[config.mk]
export PLATFORM = sky130hd
export DESIGN_NAME = vtu_cordic
export DESIGN_NICKNAME = d
export VERILOG_FILES = /design/src/rtl/vtu_pkg.sv /design/src/rtl/vtu_cordic.sv
export SDC_FILE = /design/constraint.sdc
export NUM_CORES = 2
export LEC_CHECK = 0
export BUFFER_PORTS_ARGS = -buffer_cell sky130_fd_sc_hd__buf_2
export CAP_MARGIN = 5
export CORE_MARGIN = 2
export CORE_UTILIZATION = 34
export DETAILED_ROUTE_END_ITERATION = 16
export SETUP_SLACK_MARGIN = 0.3
export SLEW_MARGIN = 20
export SYNTH_ARGS = -nofsm -noshare
export SYNTH_HDL_FRONTEND = slang
export SYNTH_SLANG_ARGS = --single-unit
[constraint.sdc]
create_clock -name clk -period 11.2 [get_ports clk]
set_input_delay 0.56 -clock clk [delete_from_list [all_inputs] [get_ports clk]]
set_output_delay 0.56 -clock clk [all_outputs]
set_load 0.005 [all_outputs]
[src/rtl/vtu_pkg.sv]
// Package for the vertex transform unit: widths, modes, CORDIC constants.
// Used by vtu_cordic and vertex_transform_unit_top.
`default_nettype none
package vtu_pkg;
  localparam int FRAC_BITS_DEF    = 16;
  localparam int CORDIC_STEPS_DEF = 16;
  localparam int DATA_W  = 32;
  localparam int ANG_W   = 36;
  localparam int RED_W   = 56;
  localparam int CX_W    = 34;

  localparam logic [1:0] MODE_TRANSLATE = 2'd0;
  localparam logic [1:0] MODE_ROTATE    = 2'd1;
  localparam logic [1:0] MODE_SCALE     = 2'd2;
  localparam logic [1:0] MODE_PASS      = 2'd3;

  localparam logic [1:0] REG_OP_MODE = 2'd0;
  localparam logic [1:0] REG_PARAM_X = 2'd1;
  localparam logic [1:0] REG_PARAM_Y = 2'd2;
  localparam logic [1:0] REG_PARAM_Z = 2'd3;

  localparam logic signed [CX_W-1:0]  K_Q30       = 34'sd652032874;
  localparam logic signed [ANG_W-1:0] PI_Q30      = 36'sd3373259426;
  localparam logic signed [ANG_W-1:0] TWO_PI_Q30  = 36'sd6746518852;
  localparam logic signed [ANG_W-1:0] HALF_PI_Q30 = 36'sd1686629713;

  function automatic logic signed [ANG_W-1:0] atan_q30(input logic [4:0] i);
    logic signed [ANG_W-1:0] v;
    begin
      case (i)
        5'd0: v = 36'sd843314856;   5'd1: v = 36'sd497837829;
        5'd2: v = 36'sd263043836;   5'd3: v = 36'sd133525158;
        5'd4: v = 36'sd67021686;    5'd5: v = 36'sd33543515;
        5'd6: v = 36'sd16775850;    5'd7: v = 36'sd8388437;
        5'd8: v = 36'sd4194282;     5'd9: v = 36'sd2097149;
        5'd10: v = 36'sd1048575;    5'd11: v = 36'sd524287;
        5'd12: v = 36'sd262143;     5'd13: v = 36'sd131071;
        5'd14: v = 36'sd65535;      5'd15: v = 36'sd32767;
        5'd16: v = 36'sd16383;      5'd17: v = 36'sd8191;
        5'd18: v = 36'sd4095;       5'd19: v = 36'sd2047;
        5'd20: v = 36'sd1023;       5'd21: v = 36'sd511;
        5'd22: v = 36'sd255;        5'd23: v = 36'sd127;
        5'd24: v = 36'sd63;         5'd25: v = 36'sd31;
        5'd26: v = 36'sd15;         5'd27: v = 36'sd7;
        5'd28: v = 36'sd3;          5'd29: v = 36'sd1;
        default: v = '0;
      endcase
      return v;
    end
  endfunction

  typedef struct packed {
    logic                     start;
    logic signed [DATA_W-1:0] angle;
  } cordic_req_t;

  typedef struct packed {
    logic                   done;
    logic signed [CX_W-1:0] sin_v;
    logic signed [CX_W-1:0] cos_v;
  } cordic_rsp_t;
endpackage
`default_nettype wire

[src/rtl/vtu_cordic.sv]
// Iterative CORDIC sine/cosine in Q30, one micro-rotation per cycle.
// Angle reduced modulo 2*pi by shifted compare and subtract, one step per cycle.
// Depends on vtu_pkg; driven by vertex_transform_unit_top.
`default_nettype none
module vtu_cordic
  import vtu_pkg::*;
#(
  parameter int FRAC_BITS    = FRAC_BITS_DEF,
  parameter int CORDIC_STEPS = CORDIC_STEPS_DEF
) (
  input  wire logic  clk,
  input  wire logic  rst_n,
  input  cordic_req_t req,
  output cordic_rsp_t rsp
);
  localparam int STEPS = (CORDIC_STEPS > 30) ? 30 : CORDIC_STEPS;
  localparam int MOD_TOP = 28 - FRAC_BITS;

  typedef enum logic [4:0] {
    C_IDLE = 5'b00001, C_MOD = 5'b00010, C_RED = 5'b00100, C_ITER = 5'b01000,
    C_DONE = 5'b10000
  } cst_t;

  cst_t st_r, st_nxt;
  logic signed [ANG_W-1:0] r_r, r_nxt;
  logic signed [RED_W-1:0] m_r, m_nxt;
  logic signed [CX_W-1:0]  x_r, x_nxt, y_r, y_nxt;
  logic                    neg_r, neg_nxt;
  logic [4:0]              i_r, i_nxt;
  logic signed [RED_W-1:0] a_wide, t_sh;
  logic signed [ANG_W-1:0] m_base, a_mod, a_red;
  logic signed [CX_W-1:0]  xs, ys;

  always_comb begin
    a_wide = RED_W'(req.angle) <<< (30 - FRAC_BITS);
    t_sh   = RED_W'(TWO_PI_Q30) <<< i_r;
    m_base = ANG_W'(m_r);
    if (m_base > PI_Q30)       a_mod = m_base - TWO_PI_Q30;
    else if (m_base < -PI_Q30) a_mod = m_base + TWO_PI_Q30;
    else                       a_mod = m_base;
    a_red = a_mod;
    if (a_mod > HALF_PI_Q30)       a_red = PI_Q30 - a_mod;
    else if (a_mod < -HALF_PI_Q30) a_red = -PI_Q30 - a_mod;
    xs = x_r >>> i_r;
    ys = y_r >>> i_r;
  end

  always_comb begin
    st_nxt = st_r; r_nxt = r_r; m_nxt = m_r; x_nxt = x_r; y_nxt = y_r;
    neg_nxt = neg_r; i_nxt = i_r;
    case (st_r)
      C_IDLE: if (req.start) begin
        m_nxt = a_wide;
        i_nxt = 5'(MOD_TOP);
        st_nxt = C_MOD;
      end
      C_MOD: begin
        if (m_r >= 0 && m_r >= t_sh)    m_nxt = m_r - t_sh;
        else if (m_r < 0 && m_r <= -t_sh) m_nxt = m_r + t_sh;
        i_nxt = i_r - 5'd1;
        if (i_r == 5'd0) st_nxt = C_RED;
      end
      C_RED: begin
        r_nxt = a_red;
        neg_nxt = (a_mod > HALF_PI_Q30) || (a_mod < -HALF_PI_Q30);
        x_nxt = K_Q30; y_nxt = '0; i_nxt = '0;
        st_nxt = C_ITER;
      end
      C_ITER: begin
        if (r_r >= 0) begin
          x_nxt = x_r - ys; y_nxt = y_r + xs; r_nxt = r_r - atan_q30(i_r);
        end else begin
          x_nxt = x_r + ys; y_nxt = y_r - xs; r_nxt = r_r + atan_q30(i_r);
        end
        i_nxt = i_r + 5'd1;
        if (i_r == 5'(STEPS - 1)) st_nxt = C_DONE;
      end
      C_DONE: begin
        if (neg_r) x_nxt = -x_r;
        st_nxt = C_IDLE;
      end
      default: st_nxt = C_IDLE;
    endcase
  end

  always_ff @(posedge clk) begin
    if (!rst_n) st_r <= C_IDLE;
    else        st_r <= st_nxt;
    r_r <= r_nxt; m_r <= m_nxt; x_r <= x_nxt; y_r <= y_nxt; neg_r <= neg_nxt;
    i_r <= i_nxt;
  end

  // done is seen in the cycle after C_DONE, when x holds the final cosine
  logic done_r;
  always_ff @(posedge clk) begin
    if (!rst_n) done_r <= 1'b0;
    else        done_r <= (st_r == C_DONE);
  end

  assign rsp.done  = done_r;
  assign rsp.sin_v = y_r;
  assign rsp.cos_v = x_r;
endmodule
`default_nettype wire

==> summary.txt <==
CTS
  • CTS hold repair buffers: 0
  • CTS root buf: clkbuf_16
  • CTS resizes: 0
  • CTS tree: done
  • # H-tree levels: 4
  • Maximum buffer depth of the clock tree: 2
  • Worst-skew pair later-pin latency: 0.54 ns
  • CTS buffer count: 17
  • CTS sink count: 200
  • Worst-path clk slew: 0.10 ns
  • Post-CTS Setup Bufs: 0

Global route
  • Grt ovf: 0
  • Vias in the first global route: 29,660
  • GR Util All Layers: 0.2262
  • Largest net degree at the start of global routing: 84
  • First-pass GRT wire length: 172,800 µm
  • Initial antenna violation count: 0

Setup path
  • Critical Path RT: 11.38 ns
  • Critical path class: flop to flop
  • R2R setup slack: 2.77 ns
  • Reg2Reg Depth: 30
  • Slowest stage delay, CP: 0.74 ns
  • Worst setup EP type: flop
  • Crit path max-delay cell type: buf_4
  • Worst EP arrival: 8.61 ns
  • Crit-path max FO: 80
  • Setup crit start kind: flop

Routing
  • DRC Markers: 0
  • Via count: 31,620
  • Initial drt markers: 3,151
  • Wirelength per Cell: 21.09 µm
  • DR pass1 iterations: 6
  • Vias/cell: 5.996
  • Number of routed nets with antenna violations: 0
  • Final wirelength: 111,200 µm

STA
  • Min setup slack post-route: 2.771 ns
  • Clk_skew: 0.01955 ns
  • Minimum clock period: 8.429 ns
  • RSZ-0062 raised after global routing: no
  • Final period util: 0.7526
  • Final setup violation count: 0
  • Final hold violation count: 0
  • Pins over their slew limit: 0
  • Rel. slew slack: 0.3166
  • Worst-margin pin slew: 1.025 ns
  • Hold WS: 0.2932 ns
  • Accumulated negative setup slack: 0 ns
  • Max Clk Rate: 118.6 MHz

Die
  • I/O pin cnt: 104
  • Die Y: 310.2 µm
  • Row cnt: 112
  • Die width: 310.2 µm
  • Die footprint: 96,230 µm²
  • Starting density of the core: 0.3421
  • Core area: 93,190 µm²

Pwr
  • Peak VDD IR: 94.27 µV
  • PD cells: 173.2 nW/µm²
  • Leakage: 14.20 nW
  • Design Power: 5.902 mW

Yosys
  • Register area share after synthesis: 0.1771
  • Yosys warns: 0
  • Largest cells by area after synthesis: edfxtp_1 (15%), ha_1 (11%), xnor2_1 (5.7%), mux4_2 (5.4%), a21oi_1 (5.1%)
  • Area leader, netlist: edfxtp_1
  • Distinct cells, synth: 103
  • Number of synthesized register bits: 200
  • Syn avg cell area: 7.839 µm²
  • Post-synth EDFFs: 164
  • Cell with the most instances after synthesis: nand2_1
  • Commonest register cell after synthesis: edfxtp_1
  • Synthesized instance count: 4,067
  • Synth Net Count: 4,394
  • Synthesized area: 31,880 µm²
  • Yosys top cell area share: 0.1545
  • Most frequent cells after synthesis: nand2_1 (371), nor2_1 (335), a21oi_1 (324), o21ai_0 (302), ha_1 (287)
  • Async set-reset flop share out of synthesis: 0

Finish
  • Syn-to-layout area delta: 6.872%
  • Multi-input logic area: 24,630 µm²
  • ANT cells: 0
  • Share of cells above drive strength 1: 0.09154
  • Final Util: 0.3656
  • Fillers: 9,741
  • Nets: 4,334
  • Register area: 5645 µm²

Placement
  • HPWL Detailed: 85,440 µm
  • RD Place Congestion: 0.9465
  • IO buf count: 103
  • Place WS: 2.790 ns

Hold path
  • Worst Hold Depth: 2
  • Hold Path Class: input port to flop

Job
  • Max Cap Viol: 0

Run status
  • Outcome: finished, final reports clean
per-layer routing:
metal	vias up	part of all wire	global-route usage	routed length, µm
li1	15050	-	-	-
met1	15250	0.45	0.3082	49870
met2	1143	0.46	0.3656	51030
met3	183	0.063	0.03024	6961
met4	0	0.030	0.07977	3353
met5	-	0	0	0
where the power goes:
part           total [mW]  switching (mW)  leakage [nW]  internal [mW]
sequential           1.13           0.186          1.99          0.941
combinational        4.04            2.48          11.9           1.56
clock               0.735           0.413         0.318          0.322
path summary, 6_finish.rpt:
| check | from | end |
|---|---|---|
| worst max register to register | i_r[1]$_DFFE_PP_ | m_r[30]$_DFFE_PP_ |
| worst min-delay path | rst_n | st_r[0]$_SDFFE_PN1P_ |
| worst min register to register | st_r[2]$_SDFFE_PN0P_ | st_r[2]$_SDFFE_PN0P_ |
| worst max-delay path | i_r[1]$_DFFE_PP_ | m_r[30]$_DFFE_PP_ |
metrics by stage:
step,cell area (µm²),cells
final,34070,5274
after CTS,34070,5273
after detailed placement,33400,5241
after floorplan,31880,4067
after global routing,34070,5274
after global placement,33400,5241
critical path: cells and delay by family, from the launching register on:
kind,cells,cell delay [ns]
simple gates,12,3.19
flops,1,0.33
buf+inv,3,1.61
fa+ha+maj,2,0.79
xor+xnor,1,0.15
mux,1,0.16
compound gates,11,1.78
logic make-up after synthesis:
family          after synthesis  synth area share
simple gates               1313            0.1986
compound gates             1308            0.2661
xor+xnor                    338           0.09286
fa+ha+maj                   292            0.1158
buf+inv                     417           0.05240
mux                         199           0.09714
flops                       200            0.1771
cell usage in the layout, fill, tap and decap left out, types with 45 or more instances in the layout:
| master | synthesis | layout |
|---|---|---|
| nor2_1 | 335 | 335 |
| mux2i_1 | 81 | 81 |
| ha_1 | 287 | 287 |
| o21ai_0 | 302 | 301 |
| buf_2 | 31 | 103 |
| a211oi_1 | 53 | 53 |
| nand3_1 | 90 | 88 |
| nand2b_1 | 66 | 66 |
| nand2_1 | 371 | 369 |
| nor3_1 | 119 | 118 |
| inv_1 | 188 | 187 |
| a21oi_1 | 324 | 324 |
| or3_1 | 55 | 55 |
| nor2b_1 | 48 | 48 |
| a31oi_1 | 46 | 45 |
| xor2_1 | 129 | 129 |
| xnor2_1 | 209 | 209 |
| edfxtp_1 | 164 | 164 |
| a21o_1 | 106 | 106 |
| mux4_2 | 77 | 77 |
| o21a_1 | 47 | 47 |
| o31ai_1 | 54 | 54 |
area by class of cell:
cell class	instances	share of cell area
Timing Repair Buffer	146	0.02453
Tap cell	1254	0.04605
Sequential cell	200	0.1657
Clock inverter	15	0.007014
Inverter	192	0.02115
Multi-Input combinational cell	3450	0.7231
Clock buffer	17	0.01249
Note: power is estimated with default switching activity, not from simulation.
